<file path="src/hdl/fmprc_pkg.sv">
// fmprc_pkg: shared types, codes and defaults of the first-match rule classifier
// used by first_match_packet_rule_classifier_top; no dependencies

package fmprc_pkg;

   localparam int RULES_DEFAULT  = 16;
   localparam int CHAINS_DEFAULT = 2;

   localparam int MODE_W     = 2;
   localparam int CHAIN_W    = 2;
   localparam int MASK_W     = 6;
   localparam int STATUS_W   = 2;
   localparam int CSR_IDX_W  = 8;
   localparam int REQ_USER_W = MODE_W + CHAIN_W;
   localparam int RSP_DATA_W = 8;

   localparam logic [7:0] PROTO_ICMP = 8'd1;
   localparam logic [7:0] PROTO_TCP  = 8'd6;
   localparam logic [7:0] PROTO_UDP  = 8'd17;

   localparam logic VERDICT_ACCEPT = 1'b0;

   localparam int EN_SADDR = 0;
   localparam int EN_DADDR = 1;
   localparam int EN_PROTO = 2;
   localparam int EN_ICMP  = 3;
   localparam int EN_SPORT = 4;
   localparam int EN_DPORT = 5;

   localparam logic [CSR_IDX_W-1:0] CSR_DEFAULT_INPUT  = 8'd0;
   localparam logic [CSR_IDX_W-1:0] CSR_DEFAULT_OUTPUT = 8'd1;

   typedef enum logic [MODE_W-1:0] {
      MODE_CLASSIFY = 2'd0,
      MODE_APPEND   = 2'd1,
      MODE_FLUSH    = 2'd2
   } mode_type;

   typedef enum logic [STATUS_W-1:0] {
      STATUS_OK        = 2'd0,
      STATUS_BAD_CHAIN = 2'd1,
      STATUS_FULL      = 2'd2
   } status_type;

   typedef enum logic [1:0] {
      ST_IDLE,
      ST_SCAN,
      ST_EMIT
   } state_type;

   // lowest field last
   typedef struct packed {
      logic              rule_action;
      logic [15:0]       dst_port;
      logic [15:0]       src_port;
      logic [7:0]        icmp_kind;
      logic [7:0]        protocol;
      logic [31:0]       dst_addr;
      logic [31:0]       src_addr;
      logic [MASK_W-1:0] filter_mask;
   } rule_type;

   localparam int RULE_W     = $bits(rule_type);
   localparam int REQ_DATA_W = ((RULE_W + 7) / 8) * 8;

endpackage

</file>
<file path="src/hdl/first_match_packet_rule_classifier_top.sv">
// first_match_packet_rule_classifier_top: ordered per-chain rule lists in one rule memory,
// first-match classify scan, append and flush; depends on fmprc_pkg
//
// usage:
//   req channel: one request per item; tuser carries mode and chain, tdata the rule or
//   packet fields. rsp channel: one result per request, verdict and status in tdata.
//   csr channel: default verdict writes, always ready, index 0 input chain, 1 output chain.
//   only write csr while no request is in flight.
// timing:
//   append, flush, bad chain, empty chain and unknown mode: the result is loaded into the
//   result register from the request. classify: the request issues the first rule read,
//   then the scan checks each rule read from the rule memory in turn until the first hit
//   or the last rule. in every mode the result waits in the block while the result register
//   is still held. the next request is taken once the previous one has finished.
// reset clears rule counts, default verdicts and the result valid; rule memory keeps its
// contents. a stalled rsp holds its result; a finished item waits in the block until the
// result register frees, and no request is taken meanwhile.

module first_match_packet_rule_classifier_top
   #(
      parameter int RULES  = fmprc_pkg::RULES_DEFAULT,
      parameter int CHAINS = fmprc_pkg::CHAINS_DEFAULT
   )
   (
      input  logic                                 clock,
      input  logic                                 reset,
      input  logic                                 req_tvalid,
      output logic                                 req_tready,
      // filter_mask, src_addr, dst_addr, protocol, icmp_kind, src_port, dst_port,
      // rule_action, zero pad
      input  logic [fmprc_pkg::REQ_DATA_W-1:0]     req_tdata,
      // mode, chain
      input  logic [fmprc_pkg::REQ_USER_W-1:0]     req_tuser,
      output logic                                 rsp_tvalid,
      input  logic                                 rsp_tready,
      // verdict, status, zero pad
      output logic [fmprc_pkg::RSP_DATA_W-1:0]     rsp_tdata,
      input  logic                                 csr_valid,
      output logic                                 csr_ready,
      input  logic [fmprc_pkg::CSR_IDX_W-1:0]      csr_index,
      input  logic                                 csr_data
   );

   import fmprc_pkg::*;

   localparam int DEPTH  = CHAINS * RULES;
   localparam int ADDR_W = (DEPTH > 1) ? $clog2(DEPTH) : 1;
   localparam int IDX_W  = (RULES > 1) ? $clog2(RULES) : 1;
   localparam int CNT_W  = $clog2(RULES + 1);

   rule_type               mem [DEPTH];
   rule_type               rd_data_ff;
   logic [ADDR_W-1:0]      rd_addr;
   logic                   wr_en;
   logic [ADDR_W-1:0]      wr_addr;

   state_type              state_ff, state_in;
   rule_type               pkt_ff, pkt_in;
   logic                   chain_ff, chain_in;
   logic [IDX_W-1:0]       idx_ff, idx_in;
   logic [CNT_W-1:0]       count_ff [CHAINS];
   logic [CNT_W-1:0]       count_in [CHAINS];
   logic                   res_verdict_ff, res_verdict_in;
   status_type             res_status_ff, res_status_in;
   logic                   rsp_valid_ff;
   logic                   rsp_verdict_ff;
   status_type             rsp_status_ff;
   logic                   dflt_input_ff;
   logic                   dflt_output_ff;

   rule_type               req_rule;
   mode_type               req_mode;
   logic                   req_chain;
   logic                   req_chain_ok;
   logic                   slot_free;
   logic                   rsp_load;
   logic                   finish;
   logic                   fin_verdict;
   status_type             fin_status;
   logic                   hit;
   logic                   last;
   logic [CNT_W-1:0]       cur_count;

   function automatic logic chain_base_sel(input logic ch);
      chain_base_sel = ch;
   endfunction

   function automatic logic [ADDR_W-1:0] rule_addr(input logic ch, input logic [IDX_W-1:0] idx);
      logic [ADDR_W-1:0] base;
      base = chain_base_sel(ch) ? ADDR_W'(RULES) : '0;
      rule_addr = base + ADDR_W'(idx);
   endfunction

   function automatic logic rule_hits(input rule_type r, input rule_type p);
      logic ok;
      ok = !(r.filter_mask[EN_SADDR] && (r.src_addr != p.src_addr))
        && !(r.filter_mask[EN_DADDR] && (r.dst_addr != p.dst_addr))
        && !(r.filter_mask[EN_PROTO] && (r.protocol != p.protocol));
      if (p.protocol == PROTO_ICMP) begin
         ok = ok && !(r.filter_mask[EN_ICMP] && (r.icmp_kind != p.icmp_kind));
      end else if ((p.protocol == PROTO_TCP) || (p.protocol == PROTO_UDP)) begin
         ok = ok && !(r.filter_mask[EN_SPORT] && (r.src_port != p.src_port))
                 && !(r.filter_mask[EN_DPORT] && (r.dst_port != p.dst_port));
      end else begin
         ok = 1'b0;
      end
      rule_hits = ok;
   endfunction

   assign req_rule     = rule_type'(req_tdata[RULE_W-1:0]);
   assign req_mode     = mode_type'(req_tuser[MODE_W-1:0]);
   assign req_chain    = req_tuser[MODE_W];
   assign req_chain_ok = 32'(req_tuser[REQ_USER_W-1:MODE_W]) < CHAINS;
   assign slot_free    = !rsp_valid_ff || rsp_tready;
   assign cur_count    = count_ff[chain_ff];
   assign hit          = rule_hits(rd_data_ff, pkt_ff);
   assign last         = (CNT_W'(idx_ff) + CNT_W'(1)) == cur_count;

   assign csr_ready  = 1'b1;
   assign rsp_tvalid = rsp_valid_ff;
   assign rsp_tdata  = {(RSP_DATA_W - STATUS_W - 1)'(0), rsp_status_ff, rsp_verdict_ff};

   always_comb begin
      state_in       = state_ff;
      pkt_in         = pkt_ff;
      chain_in       = chain_ff;
      idx_in         = idx_ff;
      count_in       = count_ff;
      res_verdict_in = res_verdict_ff;
      res_status_in  = res_status_ff;
      req_tready     = 1'b0;
      rd_addr        = rule_addr(chain_ff, idx_ff + IDX_W'(1));
      wr_en          = 1'b0;
      wr_addr        = rule_addr(req_chain, IDX_W'(count_ff[req_chain]));
      finish         = 1'b0;
      fin_verdict    = VERDICT_ACCEPT;
      fin_status     = STATUS_OK;
      rsp_load       = 1'b0;
      case (state_ff)
         ST_IDLE: begin
            req_tready = 1'b1;
            if (req_tvalid) begin
               pkt_in   = req_rule;
               chain_in = req_chain;
               finish   = 1'b1;
               case (req_mode)
                  MODE_CLASSIFY: begin
                     if (!req_chain_ok) begin
                        fin_status = STATUS_BAD_CHAIN;
                     end else if (count_ff[req_chain] == '0) begin
                        fin_verdict = req_chain ? dflt_output_ff : dflt_input_ff;
                     end else begin
                        finish   = 1'b0;
                        idx_in   = '0;
                        rd_addr  = rule_addr(req_chain, '0);
                        state_in = ST_SCAN;
                     end
                  end
                  MODE_APPEND: begin
                     if (!req_chain_ok) begin
                        fin_status = STATUS_BAD_CHAIN;
                     end else if (count_ff[req_chain] >= CNT_W'(RULES)) begin
                        fin_status = STATUS_FULL;
                     end else begin
                        wr_en = 1'b1;
                        count_in[req_chain] = count_ff[req_chain] + CNT_W'(1);
                     end
                  end
                  MODE_FLUSH: begin
                     if (!req_chain_ok) begin
                        fin_status = STATUS_BAD_CHAIN;
                     end else begin
                        count_in[req_chain] = '0;
                     end
                  end
                  default: begin
                     fin_status = STATUS_OK;
                  end
               endcase
            end
         end
         ST_SCAN: begin
            if (hit) begin
               finish      = 1'b1;
               fin_verdict = rd_data_ff.rule_action;
            end else if (last) begin
               finish      = 1'b1;
               fin_verdict = chain_ff ? dflt_output_ff : dflt_input_ff;
            end else begin
               idx_in = idx_ff + IDX_W'(1);
            end
         end
         ST_EMIT: begin
            if (slot_free) begin
               rsp_load = 1'b1;
               state_in = ST_IDLE;
            end
         end
         default: begin
            state_in = ST_IDLE;
         end
      endcase
      if (finish) begin
         res_verdict_in = fin_verdict;
         res_status_in  = fin_status;
         if (slot_free) begin
            rsp_load = 1'b1;
            state_in = ST_IDLE;
         end else begin
            state_in = ST_EMIT;
         end
      end
   end

   always_ff @(posedge clock) begin
      if (wr_en) begin
         mem[wr_addr] <= req_rule;
      end
      rd_data_ff <= mem[rd_addr];
   end

   always_ff @(posedge clock) begin
      if (reset) begin
         state_ff       <= ST_IDLE;
         rsp_valid_ff   <= 1'b0;
         dflt_input_ff  <= 1'b0;
         dflt_output_ff <= 1'b0;
         for (int c = 0; c < CHAINS; c++) begin
            count_ff[c] <= '0;
         end
      end else begin
         state_ff <= state_in;
         count_ff <= count_in;
         if (rsp_load) begin
            rsp_valid_ff <= 1'b1;
         end else if (rsp_tready) begin
            rsp_valid_ff <= 1'b0;
         end
         if (csr_valid && (csr_index == CSR_DEFAULT_INPUT)) begin
            dflt_input_ff <= csr_data;
         end
         if (csr_valid && (csr_index == CSR_DEFAULT_OUTPUT)) begin
            dflt_output_ff <= csr_data;
         end
      end
   end

   always_ff @(posedge clock) begin
      pkt_ff         <= pkt_in;
      chain_ff       <= chain_in;
      idx_ff         <= idx_in;
      res_verdict_ff <= res_verdict_in;
      res_status_ff  <= res_status_in;
      if (rsp_load) begin
         rsp_verdict_ff <= res_verdict_in;
         rsp_status_ff  <= res_status_in;
      end
   end

endmodule
</file>
<file path="config.mk">
export PLATFORM = sky130hd
export DESIGN_NAME = first_match_packet_rule_classifier_top
export DESIGN_NICKNAME = d
export VERILOG_FILES = /design/src/hdl/fmprc_pkg.sv /design/src/hdl/first_match_packet_rule_classifier_top.sv
export SDC_FILE = /design/constraint.sdc
export NUM_CORES = 2
export LEC_CHECK = 0
export BUFFER_PORTS_ARGS = -buffer_cell sky130_fd_sc_hd__buf_2
export CAP_MARGIN = 20
export CORE_UTILIZATION = 45
export DETAILED_ROUTE_END_ITERATION = 6
export SLEW_MARGIN = 0
export SYNTH_ARGS = -nofsm -noshare
export SYNTH_HDL_FRONTEND = slang
export SYNTH_SLANG_ARGS = --single-unit
</file>
<file path="constraint.sdc">
create_clock -name clock -period 14.38 [get_ports clock]
set_clock_uncertainty 0.2 [all_clocks]
set_input_delay 2.876 -clock clock [delete_from_list [all_inputs] [get_ports clock]]
set_output_delay 2.876 -clock clock [all_outputs]
set_load 0.005 [all_outputs]
</file>
# Word level (Yosys, flattened, before mapping)
# Memory sizes are Yosys's and may differ from the RTL's. A register that Yosys moved wholly into a read port is not among the register bits.
# Cells that the tools add are included.
dict set report totals {
  ff_bits 138
  ramBits 3808
  in_bits 138
  out_inout_bits 11
  mem_count 1
}
# name depth word_bits rd rd_clocked_by_memory_dff write_ports line
set memory_table {}
lappend memory_table {mem 32 119 1 1 1 first_match_packet_rule_classifier_top.sv:51} ;# rule_type mem [DEPTH];
dict set report op_classes {
  addsub 5
  n_lt_le_gt_ge 5
  eq_ne 30
  n_mux 75
  bitwise 4
  n_reduce_logical 35
}
# cell n
set op_table {}
lappend op_table {{$mux W5} 14}
lappend op_table {{$ne A32 B32 Y1} 2}
lappend op_table {{$mux W1} 32}
lappend op_table {{$ne A16 B16 Y1} 2}
lappend op_table {{$mux W10} 3}
lappend op_table {{$mux W2} 12}
lappend op_table {{$mux W4} 6}
lappend op_table {{$pmux W10 S2} 1}
lappend op_table {{$ne A2 B2 Y1 const B} 9}
lappend op_table {{$eq A8 B1 Y1 const B} 2}
lappend op_table {{$ne A8 B8 Y1} 2}
lappend op_table {{$logic_and A1 B1 Y1} 14}
lappend op_table {{$ne A3 B3 Y1 const B} 4}
lappend op_table {{$reduce_and A6 Y1} 2}
lappend op_table {{$add A5 B4 Y5} 2}
lappend op_table {{$and A10 B10 Y10} 1}
lappend op_table {{$bwmux W10} 1}
lappend op_table {{$not A10 Y10} 1}
lappend op_table {{$eq A8 B3 Y1 const B} 1}
lappend op_table {{$eq A8 B5 Y1 const B} 1}
lappend op_table {{$logic_not A8 Y1} 1}
lappend op_table {{$pmux W4 S2} 1}
lappend op_table {{$logic_not A1 Y1} 7}
lappend op_table {{$reduce_and A7 Y1} 1}
lappend op_table {{other kinds (23)} 32}

# Logic depth before layout (Yosys ltp)
dict set report logic_depth {
  ltp_word 13
  depth_mapped 13
  depth_no_buf 8
}

# Worst setup path before layout
# No wires, ideal clock.
dict set report synth_timing {
  path_kind {input to register}
  from {input req_tvalid}
  to {memory mem[12][0] in the netlist's numbering, enable pin}
  setup_time_ps 599
  t_arrival_ps 9343
  slack_ps 4239
  stages 5
  n_path_buf 0
  cell_sequence {or3b_4 -> or4b_2 -> nor2_1 -> nand2_1 -> nor2_1}
}
dict set report synth_between {
  elab_chain_len 4
}
# element line
set synth_lines {}
lappend synth_lines {{start, declared} first_match_packet_rule_classifier_top.sv:27} ;# input logic req_tvalid,
lappend synth_lines {{$mux W1} first_match_packet_rule_classifier_top.sv:142} ;# if (req_tvalid) begin
lappend synth_lines {{$mux W1} first_match_packet_rule_classifier_top.sv:139} ;# case (state_ff)
lappend synth_lines {{$mux W1} first_match_packet_rule_classifier_top.sv:216} ;# if (wr_en) begin
lappend synth_lines {{$mux W1 (not written as such)} first_match_packet_rule_classifier_top.sv:217} ;# mem[wr_addr] <= req_rule;
lappend synth_lines {{end, declared} first_match_packet_rule_classifier_top.sv:51}
# Every way passes these cells.

# Final worst setup path
dict set report layout_timing {
  from {input req_tuser[2] in the netlist's numbering}
  to {register rd_data_ff[88] (netlist name)}
}
dict set report layout_between {
  elab_chain_len 10
}
# element line
set layout_lines {}
lappend layout_lines {{start, declared} first_match_packet_rule_classifier_top.sv:33} ;# input logic [fmprc_pkg::REQ_USER_W-1:0] req_tuser,
lappend layout_lines {{$not A1 Y2 (not written as such)} first_match_packet_rule_classifier_top.sv:150} ;# end else if (count_ff[req_chain] == '0) begin
lappend layout_lines {{$mux W5 (not written as such) (3 in a row)} first_match_packet_rule_classifier_top.sv:150}
lappend layout_lines {{$logic_not A5 Y1} first_match_packet_rule_classifier_top.sv:150}
lappend layout_lines {{$mux W5} first_match_packet_rule_classifier_top.sv:150}
lappend layout_lines {{$mux W5 *} first_match_packet_rule_classifier_top.sv:148} ;# if (!req_chain_ok) begin
lappend layout_lines {{$mux W5 *} first_match_packet_rule_classifier_top.sv:146} ;# case (req_mode)
lappend layout_lines {{$mux W5 *} first_match_packet_rule_classifier_top.sv:142}
lappend layout_lines {{$mux W5 *} first_match_packet_rule_classifier_top.sv:139}
# Mark *: on every way between the ends. The rest lies on a longest branch, timed or not. The select of a mux whose other input is x is not followed.
# A chain may end at the register's enable or synchronous reset.

==> results.json <==
{
  "place_hpwl_um": 235000,
  "maxSlewHeadroom_pct": 17.5,
  "worst_ep_arrival_time_ns": 8.21,
  "ir_drop_mv": 0.102,
  "finalNetCount": 10500,
  "async_flop_share_pct": 0,
  "path_cells": "buf_2 -> mux2i_1 -> ha_1 -> o211ai_2 -> buf_4 -> a21oi_4 -> buf_4 -> buf_4 -> buf_4 -> a22o_1 -> a2bb2oi_1 -> a211oi_1",
  "seqPwrFrac_pct": 52.9,
  "rows": 216,
  "min_to": "res_verdict_ff$_DFF_P_",
  "dp.cells": 14500,
  "crit_top_cell": "buf_4",
  "rsz0062_at_grt": "false",
  "min_period_over_period_pct": 52.7,
  "synth_top_family_by_area": "compound AO/OA/AOI/OAI gates",
  "synth-compound-area-share_pct": 8.24,
  "drtPass1Iterations": 6,
  "hold_buffers": 0,
  "p_sw_share_pct": 21.2,
  "hold_depth": 1,
  "reg2reg_depth": 12,
  "grt.total_usage_pct": 26.6,
  "cpPeakStageDelay_ns": 0.80,
  "cp_slowest_cell": "buf_4",
  "clock_power_share_pct": 43.6,
  "cts.path.max_buffers": 4,
  "tightest_slew_ns": 1.24,
  "min_from": "res_verdict_ff$_DFF_P_",
  "p_sw_w": 0.00525,
  "drt_iter0_markers": 11700,
  "cts_inserted_buffers": 414,
  "min_path_type": "reg -> reg",
  "synth.ff_latch_count": 4065,
  "placed_area_mm2": 0.163,
  "tritoncts": "done",
  "synth_top_cell_by_area": "edfxtp_1",
  "cellInternalPower_w": 0.0195,
  "dieHeight_um": 593,
  "clock_latency_ns": 0.98,
  "fin_ws_ns": 6.80,
  "pre_cts_slack_ns": 6.04,
  "status": "complete, no violations",
  "synth_top_cells_by_area": "edfxtp_1 (75%), nand2_1 (3.9%), mux2i_1 (3.6%)",
  "htree_levels": 5,
  "maxSlewViolCount": 0,
  "gp_congestion": 0.814,
  "path_clk_slew_ns": 0.06,
  "pwr-share-comb_pct": 3.6,
  "cts_resized": 0,
  "synth.mux.area_fraction_pct": 4.48,
  "antenna_found_initial": 70,
  "grt_pass1_wl_um": 668000,
  "viasPerCell": 6.21,
  "clock_sinks": 4065,
  "area_growth_pct": 12.6,
  "crit_required_ns": 15.01,
  "grt_max_degree": 171,
  "synth_edf_count": 3928,
  "setup_viol": 0,
  "r2r-end": "rd_data_ff[27]$_DFF_P_",
  "cp-start-kind": "input port",
  "initial_core_util_pct": 45.3,
  "chipWidth_um": 593,
  "final_cells": 15300,
  "critPathTopFamily": "buffers and inverters",
  "grt_pass1_vias": 90500,
  "avgSynthCellArea_um2": 15.4,
  "syn_area_mm2": 0.157,
  "synth-simple-area-share_pct": 7.87,
  "powerDensity_mw_per_mm2": 140,
  "ant_nets": 0,
  "design_area_mm2": 0.177,
  "crit_path_end_kind": "register",
  "synth_fa_ha_area_share_pct": 0.0398,
  "wirelength_um": 476000,
  "grt_overflow_total": 0,
  "hold_violations": 0,
  "port_buffers": 141,
  "p_leak_nw": 57.9,
  "cts_root_buf": "clkbuf_16",
  "core_mm2": 0.347,
  "yosys_warnings": 0,
  "ys.flop_type": "edfxtp_1",
  "synthXorXnorAreaFrac_pct": 0.695,
  "synth_seq_area_share_pct": 76.7,
  "period_needed_ns": 7.58,
  "dieArea_mm2": 0.352,
  "wl_per_cell_um": 31.1,
  "dr_total_vias": 95000,
  "critPathKind": "in -> reg",
  "synth_cells": 10200,
  "synthTopCellsByCount": "edfxtp_1 (3928), nand2_1 (1633), mux2i_1 (564)",
  "synth_most_common_cell": "edfxtp_1",
  "r2r_slack_ns": 8.32,
  "hold_slack_ns": 0.274,
  "critPathMaxFanout": 68,
  "path_buf_inv": 5,
  "fillers": 28400,
  "cap_violations": 0,
  "synth_top_area_share_pct": 75.0,
  "worst_r2r_startpoint": "idx_ff[0]$_SDFFCE_PN0P_",
  "synth_cell_types": 82,
  "io_pins": 149,
  "max_freq_ghz": 0.132,
  "cts_setup_buffers": 0,
  "drc": 0,
  "setup_tns_ns": 0,
  "drive_gt1_share_pct": 11.0
}
## layer usage
layer	vias to the layer above	global-route usage (%)	share of wire, %
met5	-	0	0.056
met4	40	8.93	3.6
met3	901	5.15	10
met2	5178	42.3	46
met1	48800	36.8	40
li1	40000	-	-
## registers in the layout, indices dropped and copies added, names as in the netlist, 2 cells and up
signal	flops
count_ff	10
pkt_ff	112
idx_ff	4
state_ff	2
rsp_status_ff	2
res_status_ff	2
rd_data_ff	119
mem	3808
## layout make-up
class | instances | area (um^2) | area share (%)
inverters | 9 | 46.3 | 0.0261
flip-flops and latches | 4065 | 121000 | 68.1
multi-input cells | 5475 | 34100 | 19.2
diodes | 19 | 47.5 | 0.0268
well taps | 4578 | 5730 | 3.23
clock inverters | 229 | 2300 | 1.30
clock buffers | 541 | 11400 | 6.42
repair buffers | 376 | 2830 | 1.60
## cell families after synthesis
family	Yosys count
compound gates	1866
xor+xnor	124
fa+ha+maj	5
buf+inv	709
flops	4065
mux	648
other cells	2
simple gates	2826
## worst max-delay path by stage
| stage | startpoint | end | slack [ns] | cells after the start |
|---|---|---|---|---|
| 3_3_place_gp | req_tvalid | mem[7][15]$_DFFE_PP_ | 6.08 | 8 |
| 2_1_floorplan | req_tvalid | mem[12][0]$_DFFE_PP_ | 4.24 | 5 |
| 3_5_place_dp | req_tuser[2] | rd_data_ff[88]$_DFF_P_ | 6.04 | 12 |
| 5_1_grt | req_tuser[2] | rd_data_ff[88]$_DFF_P_ | 6.59 | 12 |
| 4_1_cts | req_tvalid | mem[7][99]$_DFFE_PP_ | 7.09 | 8 |
| 6_report | req_tuser[2] | rd_data_ff[88]$_DFF_P_ | 6.80 | 12 |
## cell usage in the layout (no fill, tap or decap), drive strengths merged, types with 112 or more instances in the layout
master	count
clkbuf	542
o221ai	136
a21oi	392
clkinv	164
a22oi	112
xnor2	120
nand2	1634
edfxtp	3928
o21ai	283
dfxtp	137
nor3	225
buf	375
a211oi	216
nor2	257
nand3	291
mux2i	565
and3	115
## stage by stage
stage               total power [W]  utilization, %
finish                       0.0248            51.0
CTS                          0.0249            51.0
floorplan                    0.0137               -
global route                 0.0253            51.0
global placement             0.0142            47.1
detailed placement           0.0142            47.1
## power by group through the flow
stage          clock, W  sequential (W)  combinational [W]
3_3_place_gp          0          0.0133           0.000844
2_1_floorplan         0          0.0133           0.000381
3_5_place_dp          0          0.0133           0.000864
5_1_grt          0.0113          0.0131           0.000922
6_report         0.0108          0.0131           0.000881
4_1_cts          0.0109          0.0131           0.000867
(Power assumes the default switching activity.)
